**src/sv/rpei_pkg.sv**
```systemverilog
// Shared types and constants for the ray / polygon-edge intersection unit.
package rpei_pkg;

  // Widths of the vertex coordinates, their differences and the determinants
  localparam int COORD_W = 32;
  localparam int DIFF_W  = COORD_W + 1;
  localparam int DET_W   = 2 * DIFF_W + 1;
  localparam int REM_W   = DET_W + 1;

  // Hit fraction format: Q1.FRACTION_BITS, one spare bit to encode 2.0
  localparam int FRACTION_BITS = 16;
  localparam int FRAC_W        = FRACTION_BITS + 2;
  localparam int QUOT_W        = FRACTION_BITS + 1;

  localparam logic [FRAC_W-1:0] NO_HIT = {2'b10, {FRACTION_BITS{1'b0}}};

  // Configuration register map
  localparam int CFG_IDX_W = 2;
  localparam logic [CFG_IDX_W-1:0] REG_RAY_START_X = 2'd0;
  localparam logic [CFG_IDX_W-1:0] REG_RAY_START_Y = 2'd1;
  localparam logic [CFG_IDX_W-1:0] REG_RAY_END_X   = 2'd2;
  localparam logic [CFG_IDX_W-1:0] REG_RAY_END_Y   = 2'd3;

  typedef logic signed [COORD_W-1:0] coord_t;
  typedef logic signed [DIFF_W-1:0]  diff_t;
  typedef logic signed [DET_W-1:0]   det_t;

  typedef struct packed {
    logic signed [COORD_W-1:0] vertex_x;
    logic signed [COORD_W-1:0] vertex_y;
    logic                      polygon_first;
    logic                      polygon_last;
    logic                      scene_last;
  } in_item_t;

  typedef struct packed {
    logic [FRAC_W-1:0] hit_fraction;
    logic              hit_found;
  } out_item_t;

endpackage

```
**src/sv/rpei_det_unit.sv**
```systemverilog
// Bit-serial 2x2 determinant: ux*vy - vx*uy, one multiplier bit per cycle, MSB first.
module rpei_det_unit import rpei_pkg::*; (
  input  logic  clk,
  input  logic  rst_n,
  input  logic  start,
  input  diff_t ux,
  input  diff_t uy,
  input  diff_t vx,
  input  diff_t vy,
  output det_t  det,
  output logic  done
);

  localparam int CNT_W = $clog2(DIFF_W);

  diff_t              ux_r;
  diff_t              vx_r;
  logic [DIFF_W-1:0]  uy_sh_r;
  logic [DIFF_W-1:0]  vy_sh_r;
  det_t               acc_r;
  det_t               acc_nxt;
  det_t               term;
  logic [CNT_W-1:0]   cnt_r;
  logic               busy_r;
  logic               done_r;

  // Form the partial term for the current bit of vy and uy
  always_comb begin
    term = (vy_sh_r[DIFF_W-1] ? DET_W'(ux_r) : '0)
         - (uy_sh_r[DIFF_W-1] ? DET_W'(vx_r) : '0);
    // The top bit of a two's complement multiplier carries negative weight
    if (cnt_r == '0) begin
      acc_nxt = '0 - term;
    end else begin
      acc_nxt = (acc_r <<< 1) + term;
    end
  end

  // Advance the shift registers and the accumulator
  always_ff @(posedge clk) begin
    if (!rst_n) begin
      busy_r <= 1'b0;
      done_r <= 1'b0;
      cnt_r  <= '0;
    end else begin
      done_r <= 1'b0;
      if (start) begin
        busy_r <= 1'b1;
        cnt_r  <= '0;
      end else if (busy_r) begin
        cnt_r <= cnt_r + 1'b1;
        if (cnt_r == CNT_W'(DIFF_W - 1)) begin
          busy_r <= 1'b0;
          done_r <= 1'b1;
        end
      end
    end
  end

  always_ff @(posedge clk) begin
    if (start) begin
      ux_r    <= ux;
      vx_r    <= vx;
      uy_sh_r <= uy;
      vy_sh_r <= vy;
      acc_r   <= '0;
    end else if (busy_r) begin
      uy_sh_r <= uy_sh_r << 1;
      vy_sh_r <= vy_sh_r << 1;
      acc_r   <= acc_nxt;
    end
  end

  assign det  = acc_r;
  assign done = done_r;

endmodule

```
**src/sv/rpei_divider.sv**
```systemverilog
// Restoring divider: floor(num * 2^FRACTION_BITS / den) for 0 <= num <= den, one bit per cycle.
module rpei_divider import rpei_pkg::*; (
  input  logic              clk,
  input  logic              rst_n,
  input  logic              start,
  input  det_t              num,
  input  det_t              den,
  output logic [QUOT_W-1:0] quot,
  output logic              done
);

  localparam int CNT_W = $clog2(QUOT_W);

  logic [REM_W-1:0]  rem_r;
  logic [REM_W-1:0]  rem_nxt;
  logic [REM_W-1:0]  den_r;
  logic [QUOT_W-1:0] quot_r;
  logic [CNT_W-1:0]  cnt_r;
  logic              busy_r;
  logic              done_r;
  logic              ge;

  // Compare, subtract and shift one quotient bit
  always_comb begin
    ge      = rem_r >= den_r;
    rem_nxt = (ge ? rem_r - den_r : rem_r) << 1;
  end

  always_ff @(posedge clk) begin
    if (!rst_n) begin
      busy_r <= 1'b0;
      done_r <= 1'b0;
      cnt_r  <= '0;
    end else begin
      done_r <= 1'b0;
      if (start) begin
        busy_r <= 1'b1;
        cnt_r  <= '0;
      end else if (busy_r) begin
        cnt_r <= cnt_r + 1'b1;
        if (cnt_r == CNT_W'(QUOT_W - 1)) begin
          busy_r <= 1'b0;
          done_r <= 1'b1;
        end
      end
    end
  end

  always_ff @(posedge clk) begin
    if (start) begin
      rem_r  <= {1'b0, num};
      den_r  <= {1'b0, den};
      quot_r <= '0;
    end else if (busy_r) begin
      rem_r  <= rem_nxt;
      quot_r <= {quot_r[QUOT_W-2:0], ge};
    end
  end

  assign quot = quot_r;
  assign done = done_r;

  // The partial remainder stays below twice the divisor
  a_rem_bound: assert property (@(posedge clk) disable iff (!rst_n)
    busy_r |-> rem_r < (den_r << 1))
    else $error("divider remainder out of range");

endmodule

```
**src/sv/ray_polygon_edge_intersection_unit.sv**
```systemverilog
// Top level: ray / polygon-edge nearest-hit unit with serial determinant and divide units.
//
//   port group   direction  handshake        payload
//   in_*         input      in_valid/ready   in_item_t (vertex, polygon/scene marks)
//   out_*        output     out_valid/ready  out_item_t (hit_fraction, hit_found)
//   cfg_*        input      cfg_we only      cfg_addr, cfg_wdata (ray endpoints)
//
// Each edge runs through dispatch, the determinant units (33 multiplier bits, set by the
// 33-bit coordinate differences), the normalize and range checks, and the divider
// (17 quotient bits).
// A vertex forms no edge, an open or closing edge, or both; the nearest hit is emitted at scene end.
// An edge with zero determinant or out of range skips the divide.
// Reset (synchronous, rst_n low) clears the ray, vertex history and nearest hit.
// A pending result waits in the output register; a new vertex is taken meanwhile.
module ray_polygon_edge_intersection_unit import rpei_pkg::*; (
  input  logic                 clk,
  input  logic                 rst_n,
  input  logic                 in_valid,
  output logic                 in_ready,
  input  in_item_t             in_data,
  output logic                 out_valid,
  input  logic                 out_ready,
  output out_item_t            out_data,
  input  logic                 cfg_we,
  input  logic [CFG_IDX_W-1:0] cfg_addr,
  input  logic [COORD_W-1:0]   cfg_wdata
);

  localparam logic [2:0] S_IDLE     = 3'd0;
  localparam logic [2:0] S_DISPATCH = 3'd1;
  localparam logic [2:0] S_DET      = 3'd2;
  localparam logic [2:0] S_NORM     = 3'd3;
  localparam logic [2:0] S_RANGE    = 3'd4;
  localparam logic [2:0] S_DIV      = 3'd5;
  localparam logic [2:0] S_OUT      = 3'd6;

  logic [2:0]        state_r;
  logic [2:0]        state_nxt;

  coord_t            rs_x_r, rs_y_r, re_x_r, re_y_r;
  coord_t            first_x_r, first_y_r, prev_x_r, prev_y_r;
  coord_t            cur_x_r, cur_y_r;
  logic              edge_open_r, edge_close_r, scene_last_r;
  logic [FRAC_W-1:0] nearest_r;
  det_t              d_r, n0_r, n1_r;
  logic              out_valid_r;
  out_item_t         out_data_r;

  logic              in_xfer;
  logic              det_start;
  logic              div_start;
  logic              hit;
  coord_t            p0_x, p0_y, p1_x, p1_y;
  diff_t             a_x, a_y, b_x, b_y, c_x, c_y;
  det_t              det_d, det_n0, det_n1;
  logic              d_done, n0_done, n1_done;
  logic [QUOT_W-1:0] div_quot;
  logic              div_done;
  logic              out_free;

  assign in_xfer  = in_valid && in_ready;
  assign in_ready = state_r == S_IDLE;
  assign out_free = !out_valid_r || out_ready;

  // Pick the edge endpoints: open edge first, closing edge second
  always_comb begin
    if (edge_open_r) begin
      p0_x = prev_x_r;
      p0_y = prev_y_r;
      p1_x = cur_x_r;
      p1_y = cur_y_r;
    end else begin
      p0_x = cur_x_r;
      p0_y = cur_y_r;
      p1_x = first_x_r;
      p1_y = first_y_r;
    end
    a_x = DIFF_W'(rs_x_r) - DIFF_W'(re_x_r);
    a_y = DIFF_W'(rs_y_r) - DIFF_W'(re_y_r);
    b_x = DIFF_W'(rs_x_r) - DIFF_W'(p0_x);
    b_y = DIFF_W'(rs_y_r) - DIFF_W'(p0_y);
    c_x = DIFF_W'(p1_x) - DIFF_W'(p0_x);
    c_y = DIFF_W'(p1_y) - DIFF_W'(p0_y);
  end

  // Range check on the sign-normalized numerators
  assign hit = !n0_r[DET_W-1] && !n1_r[DET_W-1] && (n0_r <= d_r) && (n1_r <= d_r);

  // Sequence the edges of one vertex
  always_comb begin
    state_nxt = state_r;
    det_start = 1'b0;
    div_start = 1'b0;
    case (state_r)
      S_IDLE: begin
        if (in_xfer) begin
          state_nxt = S_DISPATCH;
        end
      end
      S_DISPATCH: begin
        if (edge_open_r || edge_close_r) begin
          det_start = 1'b1;
          state_nxt = S_DET;
        end else if (scene_last_r) begin
          state_nxt = S_OUT;
        end else begin
          state_nxt = S_IDLE;
        end
      end
      S_DET: begin
        if (d_done) begin
          state_nxt = S_NORM;
        end
      end
      S_NORM: begin
        state_nxt = (det_d == '0) ? S_DISPATCH : S_RANGE;
      end
      S_RANGE: begin
        if (hit) begin
          div_start = 1'b1;
          state_nxt = S_DIV;
        end else begin
          state_nxt = S_DISPATCH;
        end
      end
      S_DIV: begin
        if (div_done) begin
          state_nxt = S_DISPATCH;
        end
      end
      S_OUT: begin
        if (out_free) begin
          state_nxt = S_IDLE;
        end
      end
      default: begin
        state_nxt = S_IDLE;
      end
    endcase
  end

  // Control state, vertex history and nearest hit
  always_ff @(posedge clk) begin
    if (!rst_n) begin
      state_r      <= S_IDLE;
      rs_x_r       <= '0;
      rs_y_r       <= '0;
      re_x_r       <= '0;
      re_y_r       <= '0;
      first_x_r    <= '0;
      first_y_r    <= '0;
      prev_x_r     <= '0;
      prev_y_r     <= '0;
      edge_open_r  <= 1'b0;
      edge_close_r <= 1'b0;
      scene_last_r <= 1'b0;
      nearest_r    <= NO_HIT;
      out_valid_r  <= 1'b0;
    end else begin
      state_r <= state_nxt;

      // Take configuration writes
      if (cfg_we) begin
        case (cfg_addr)
          REG_RAY_START_X: rs_x_r <= cfg_wdata;
          REG_RAY_START_Y: rs_y_r <= cfg_wdata;
          REG_RAY_END_X:   re_x_r <= cfg_wdata;
          REG_RAY_END_Y:   re_y_r <= cfg_wdata;
          default: begin
          end
        endcase
      end

      // Latch a vertex and the edges it forms
      if (in_xfer) begin
        edge_open_r  <= !in_data.polygon_first;
        edge_close_r <= in_data.polygon_last;
        scene_last_r <= in_data.scene_last;
        if (in_data.polygon_first) begin
          first_x_r <= in_data.vertex_x;
          first_y_r <= in_data.vertex_y;
        end
      end

      // Retire the edge being started; update previous vertex when done
      if (state_r == S_DISPATCH) begin
        if (edge_open_r) begin
          edge_open_r <= 1'b0;
        end else if (edge_close_r) begin
          edge_close_r <= 1'b0;
        end else begin
          prev_x_r <= cur_x_r;
          prev_y_r <= cur_y_r;
        end
      end

      // Keep the smallest fraction
      if (state_r == S_DIV && div_done && (FRAC_W'(div_quot) < nearest_r)) begin
        nearest_r <= FRAC_W'(div_quot);
      end

      // Drain and load the output register
      if (state_r == S_OUT && out_free) begin
        out_valid_r <= 1'b1;
        nearest_r   <= NO_HIT;
      end else if (out_ready) begin
        out_valid_r <= 1'b0;
      end
    end
  end

  // Datapath registers
  always_ff @(posedge clk) begin
    if (in_xfer) begin
      cur_x_r <= in_data.vertex_x;
      cur_y_r <= in_data.vertex_y;
    end
    if (state_r == S_NORM) begin
      if (det_d[DET_W-1]) begin
        d_r  <= '0 - det_d;
        n0_r <= '0 - det_n0;
        n1_r <= '0 - det_n1;
      end else begin
        d_r  <= det_d;
        n0_r <= det_n0;
        n1_r <= det_n1;
      end
    end
    if (state_r == S_OUT && out_free) begin
      out_data_r.hit_fraction <= nearest_r;
      out_data_r.hit_found    <= nearest_r < NO_HIT;
    end
  end

  rpei_det_unit u_det_d (
    .clk   (clk),
    .rst_n (rst_n),
    .start (det_start),
    .ux    (a_x),
    .uy    (a_y),
    .vx    (c_x),
    .vy    (c_y),
    .det   (det_d),
    .done  (d_done)
  );

  rpei_det_unit u_det_n0 (
    .clk   (clk),
    .rst_n (rst_n),
    .start (det_start),
    .ux    (b_x),
    .uy    (b_y),
    .vx    (c_x),
    .vy    (c_y),
    .det   (det_n0),
    .done  (n0_done)
  );

  rpei_det_unit u_det_n1 (
    .clk   (clk),
    .rst_n (rst_n),
    .start (det_start),
    .ux    (a_x),
    .uy    (a_y),
    .vx    (b_x),
    .vy    (b_y),
    .det   (det_n1),
    .done  (n1_done)
  );

  rpei_divider u_div (
    .clk   (clk),
    .rst_n (rst_n),
    .start (div_start),
    .num   (n0_r),
    .den   (d_r),
    .quot  (div_quot),
    .done  (div_done)
  );

  assign out_valid = out_valid_r;
  assign out_data  = out_data_r;

  // The three determinant units run in lockstep
  a_det_lockstep: assert property (@(posedge clk) disable iff (!rst_n)
    (d_done == n0_done) && (d_done == n1_done))
    else $error("determinant units out of step");

  // A divide only runs on a positive divisor with numerator in range
  a_div_operands: assert property (@(posedge clk) disable iff (!rst_n)
    (state_r == S_DIV) |-> (!d_r[DET_W-1] && (d_r != '0) && (n0_r <= d_r)))
    else $error("divider operands out of range");

  // The nearest fraction never exceeds the no-hit code
  a_nearest_bound: assert property (@(posedge clk) disable iff (!rst_n)
    nearest_r <= NO_HIT)
    else $error("nearest fraction above no-hit code");

  // The hit flag agrees with the fraction it travels with
  a_out_consistent: assert property (@(posedge clk) disable iff (!rst_n)
    out_valid_r |-> (out_data_r.hit_found == (out_data_r.hit_fraction < NO_HIT)))
    else $error("hit flag disagrees with fraction");

endmodule
```
**config.mk**
```make
export PLATFORM = sky130hd
export DESIGN_NAME = ray_polygon_edge_intersection_unit
export DESIGN_NICKNAME = d
export VERILOG_FILES = /design/src/sv/rpei_pkg.sv /design/src/sv/rpei_det_unit.sv /design/src/sv/rpei_divider.sv /design/src/sv/ray_polygon_edge_intersection_unit.sv
export SDC_FILE = /design/constraint.sdc
export NUM_CORES = 2
export LEC_CHECK = 0
export BUFFER_PORTS_ARGS = -buffer_cell sky130_fd_sc_hd__buf_2
export CELL_PAD_IN_SITES_DETAIL_PLACEMENT = 1
export CELL_PAD_IN_SITES_GLOBAL_PLACEMENT = 1
export CORE_MARGIN = 5
export CORE_UTILIZATION = 45
export DETAILED_ROUTE_END_ITERATION = 8
export MAX_ROUTING_LAYER = met4
export PLACE_DENSITY_LB_ADDON = 0.1
export RECOVER_POWER = 100
export SLEW_MARGIN = 20
export SYNTH_ARGS = -nofsm -noshare
export SYNTH_HDL_FRONTEND = slang
export SYNTH_HIERARCHICAL = 1
export SYNTH_SLANG_ARGS = --single-unit
export TNS_END_PERCENT = 50
```
**constraint.sdc**
```tcl
create_clock -name clk -period 22.5 [get_ports clk]
set_clock_uncertainty 0.05 [all_clocks]
set_input_delay 4.5 -clock clk [delete_from_list [all_inputs] [get_ports clk]]
set_output_delay 4.5 -clock clk [all_outputs]
set_load 0.02 [all_outputs]
```
### Word level (Yosys, flattened, before mapping)

Cells that the tools add are included.

* memories: 0
* latch bits: 0
* logic and storage cells: 201
* memory bits (writable): 0
* memory bits (read-only): 0
* register bits: 1244
* input bits: 106
* output and inout port bits: 21

* multiply operators: 0
* shift operators: 0
* add/sub/neg operators: 23
* $lt $le $gt $ge: 5
* reductions and logical operators: 36
* equal/unequal tests: 17
* div/mod/pow operators: 0
* muxes and demuxes: 67
* bitwise logic cells: 5

Operators with widths (count)
* 2-to-1 mux 67 bit: 14
* subtractor 1 x 67 -> 67 bit, first input constant: 6
* 2-to-1 mux 33 bit: 12
* subtractor 67 bit: 4
* adder 67 bit: 3
* subtractor 32 x 32 -> 33 bit: 6
* <= comparator 67 bit: 2
* 2-to-1 mux 32 bit: 4
* greater-or-equal comparator 68 x 67 -> 1 bit: 1
* logical NOT 67 bit: 1
* 2-to-1 mux 66 bit: 1
* 2-to-1 mux 1 bit: 27
* 2-to-1 mux 3 bit: 8
* one-hot mux 3 bit (7 select lines): 1
* adder 6 x 1 -> 6 bit, second input constant: 3
* equality test 6 bit, second input constant: 3
* logical NOT 6 bit: 3
* less-than comparator 17 x 18 -> 1 bit: 1
* less-than comparator 18 bit, second input constant: 1
* AND reduction 2 bit: 5
* nonzero test 2 bit: 5
* equality test 3 bit, second input constant: 3
* logical AND 1 bit: 7
* equality test 3 x 2 -> 1 bit, second input constant: 2
* 16 further kinds: 30

### Depth between registers and ports, before layout

* word-level depth: 7
* gate-level depth with buffers: 27
* gate-level depth less buffers: 23

### Hierarchy

Netlist, hierarchy kept.

By module, submodules not included
* rpei_det_unit: area each 15109.5 um2, cells each 1643, times used 3
* ray_polygon_edge_intersection_unit: area each 37123.1 um2, cells each 4003, times used 1
* rpei_divider: area each 10775.3 um2, cells each 1204, times used 1

### Least setup slack after synthesis

No wires, ideal clock.

* path kind: register to register
* from: register state_r[1]
* to: register u_det_d.uy_sh_r[0], enable pin
* slack: 5.706 ns
* cell stages (with the launch flop): 8
* data required time: 22.030 ns
* arrival time: 16.324 ns
* path through: dfxtp_1 -> inv_1 -> nand2_1 -> nor3_1 -> clkbuf_1 -> nor2_1 -> buf_4 -> inv_1

* cells in the longest elaborated chain, start to end: 3

RTL lines
* start, declared: RTL line ray_polygon_edge_intersection_unit.sv:37 `logic [2:0] state_r;`
* start signal, assigned: RTL line ray_polygon_edge_intersection_unit.sv:160 `state_r <= state_nxt;`
* equality test 3 x 1 -> 1 bit: RTL line ray_polygon_edge_intersection_unit.sv:94 `case (state_r)`
* 2-to-1 mux 1 bit: RTL line ray_polygon_edge_intersection_unit.sv:94
* via det_start: RTL line ray_polygon_edge_intersection_unit.sv:50 `logic det_start;`
* nonzero test 2 bit (no source line)
* end signal, assigned: RTL line rpei_det_unit.sv:64 `uy_sh_r <= uy;`
* end signal, assigned: RTL line rpei_det_unit.sv:68 `uy_sh_r <= uy_sh_r << 1;`
* end, declared: RTL line rpei_det_unit.sv:18 `logic [DIFF_W-1:0] uy_sh_r;`

The timed path passes the listed nets, and every way through them passes these cells.
A chain may end at the register's enable or synchronous reset.

### Worst setup path in the final report

* from: register edge_open_r
* to: register u_det_n0.vy_sh_r[2], enable pin

* cells in the longest elaborated chain, start to end: 4

RTL lines
* start, declared: RTL line ray_polygon_edge_intersection_unit.sv:43 `logic edge_open_r, edge_close_r, scene_last_r;`
* start signal, assigned: RTL line ray_polygon_edge_intersection_unit.sv:176 `edge_open_r <= !in_data.polygon_first;`
* logical OR 1 bit: RTL line ray_polygon_edge_intersection_unit.sv:101 `if (edge_open_r || edge_close_r) begin`
* 2-to-1 mux 1 bit: RTL line ray_polygon_edge_intersection_unit.sv:101
* 2-to-1 mux 1 bit: RTL line ray_polygon_edge_intersection_unit.sv:94
* via det_start: RTL line ray_polygon_edge_intersection_unit.sv:50
* nonzero test 2 bit (no source line)
* end signal, assigned: RTL line rpei_det_unit.sv:65 `vy_sh_r <= vy;`
* end signal, assigned: RTL line rpei_det_unit.sv:69 `vy_sh_r <= vy_sh_r << 1;`
* end, declared: RTL line rpei_det_unit.sv:19 `logic [DIFF_W-1:0] vy_sh_r;`

The timed path passes the listed nets, and every way through them passes these cells.

==> impl_metrics.toml <==
[power_and_ir_drop]
ir_drop_mv = 0.0861
powerDensity_nw_per_um2 = 109
p_leak_nw = 39.1

[setup_path]
rr_worst_depth = 7
r2r_slack_ps = 9040
critPathKind = "reg -> reg"
r2r_end = "u_det_n0/vy_sh_r[2]"
critical_path_arrival_ps = 13860
cp_data_required_time_ps = 22900
cp-start-kind = "register"
endpoint_kind = "register"
crit_start = "edge_open_r"
worstPathMaxFanout = 99
reg2reg_from = "edge_open_r"

[hold_path]
whs_endpoint = "u_div/den_r[16]"
hold_path_class = "reg -> reg"
min_from = "d_r[16]"
holdPathStages = 0

[final_layout]
finalNonFillerCells = 12892
final_nets = 10874
area_delta_synth_final_pct = 8.48
nFillCells = 23575
drive_gt1_share_pct = 8.34

[clocking]
cts_buffers = 161
cts.path.max_buffers = 3
htreeDepth = 4
cts_sinks = 1343
clk_latency_ps = 840
cts_tree = "yes"
post_cts_buffers = 0
cts_hold_buf = 0
cts_resized = 0
path_clk_slew_ps = 70
cts-root-buf = "clkbuf_16"

[global_routing]
grt.total_usage_pct = 30.1
grt_start_max_net_pins = 199
grt_first_pass_wirelength_mm = 493
grt_pass1_vias = 79350
gr-total-overflow = 0
antenna_found_initial = 18

[timing]
period_minus_slack_ps = 13460
rsz0062_at_grt = "no"
min_period_over_period_pct = 59.8
totalNegativeSetupSlack_ps = 0
relSlewSlack_pct = -382
layout_setup_ws_ps = 9040
holdWs_ps = 380
finalSetupViolations = 0
maxClockFrequency_mhz = 74.3
hold_viol_final = 0
worst_slew_pin_slew_ps = 7230
drv_slew = 1736

[floorplanning]
die_h_um = 465
core_sq_um = 207000
row_count = 167
die_area_sq_um = 216000
die_w_um = 465
ioPinCount = 127
start_util_pct = 45.1

[drt]
first_pass_iters = 5
route.detailed.drc = 0
viasPerCell = 6.02
routed_wirelength_mm = 326
ant_nets = 0
drtIter0Drc = 4938
num_vias = 77628
wire_per_inst_um = 25.3

[synth]
syn_avg_cell_area_sq_um = 9.20
syn_area_sq_um = 93200
synth_cells = 10132
yosysWarnings = 6
syn-num-nets = 10971

[placed_design]
gp_congestion = 0.941
hpwlAfterDp_mm = 255
dpl_worst_slack_ps = 15010
io_buffers = 126
placed_cells = 12574

[status]
violations = "max-capacitance violations, max-slew violations"
status = "finished with violations"

[flow_run]
drv_cap = 28
[per-layer routing]
metal | routed length (um) | track usage, %
met2 | 158000 | 50.5
met3 | 12300 | 3.13
met4 | 13700 | 11.2
met5 | 0 | -
met1 | 143000 | 37.5
[flip-flops by register name, indices dropped and copies added (netlist names), 67 cells and up]
signal / cells
u_div/rem_r: 68
n0_r: 67
u_det_d/det: 67
u_det_n1/det: 67
n1_r: 67
u_det_n0/det: 67
d_r: 67
u_div/den_r: 67
[report_power, final]
group	total (mW)	internal (mW)	switching [mW]
combinational	4.83	1.84	2.99
sequential	3.52	3.05	0.462
clock	2.66	1.51	1.15
[metrics by stage]
step	cell area (sq um)	util (%)	total power, mW
3_5_place_dp	96000	46.4	8.29
5_1_grt	101000	48.9	11.6
6_report	101000	48.9	11.0
2_1_floorplan	93200	-	6.75
3_3_place_gp	95900	46.4	8.19
4_1_cts	101000	49.0	11.0
[worst max path at each step]
stage,end,slack [ps],depth (start not counted)
final,u_det_n0/vy_sh_r[2],9040,7
after global routing,u_det_n0/vy_sh_r[21],8070,7
after CTS,u_det_n1/det[66],15020,23
after detailed placement,u_det_n1/det[66],15010,23
after global placement,u_div/rem_r[7],15210,12
after floorplan,u_det_d/uy_sh_r[0],5710,7
[worst max-delay path, stage by stage (launching register included)]
cell and delay (ps):
dfxtp_1 1340, clkbuf_1 1910, nor2_1 150, nor3_1 320
clkbuf_1 4250, nor2_1 2560, inv_1 1280, buf_4 840
[cell usage in the layout, fill, tap and decap left out, drive strengths merged, types with 163 or more instances in the layout]
cell type / n
a211oi: 163
a21boi: 283
a21o: 288
a21oi: 640
clkbuf: 308
dfxtp: 529
edfxtp: 814
ha: 717
inv: 440
mux2: 259
nand2: 1325
nand3: 171
nor2: 661
nor3: 214
o21ai: 472
xnor2: 518
xor2: 221
[layout make-up]
class                      instances  area (sq um)  share of cell area [%]
antenna                           14          35.0                  0.0347
clock buffer                     208          4280                    4.23
clock inverter                    94          1090                    1.07
inverter                         436          1640                    1.62
multi-input combinational       7888         54600                    54.0
sequential                      1343         35000                    34.7
tap                             2704          3380                    3.35
timing repair buffer             205          1060                    1.05
(Power assumes the default switching activity.)
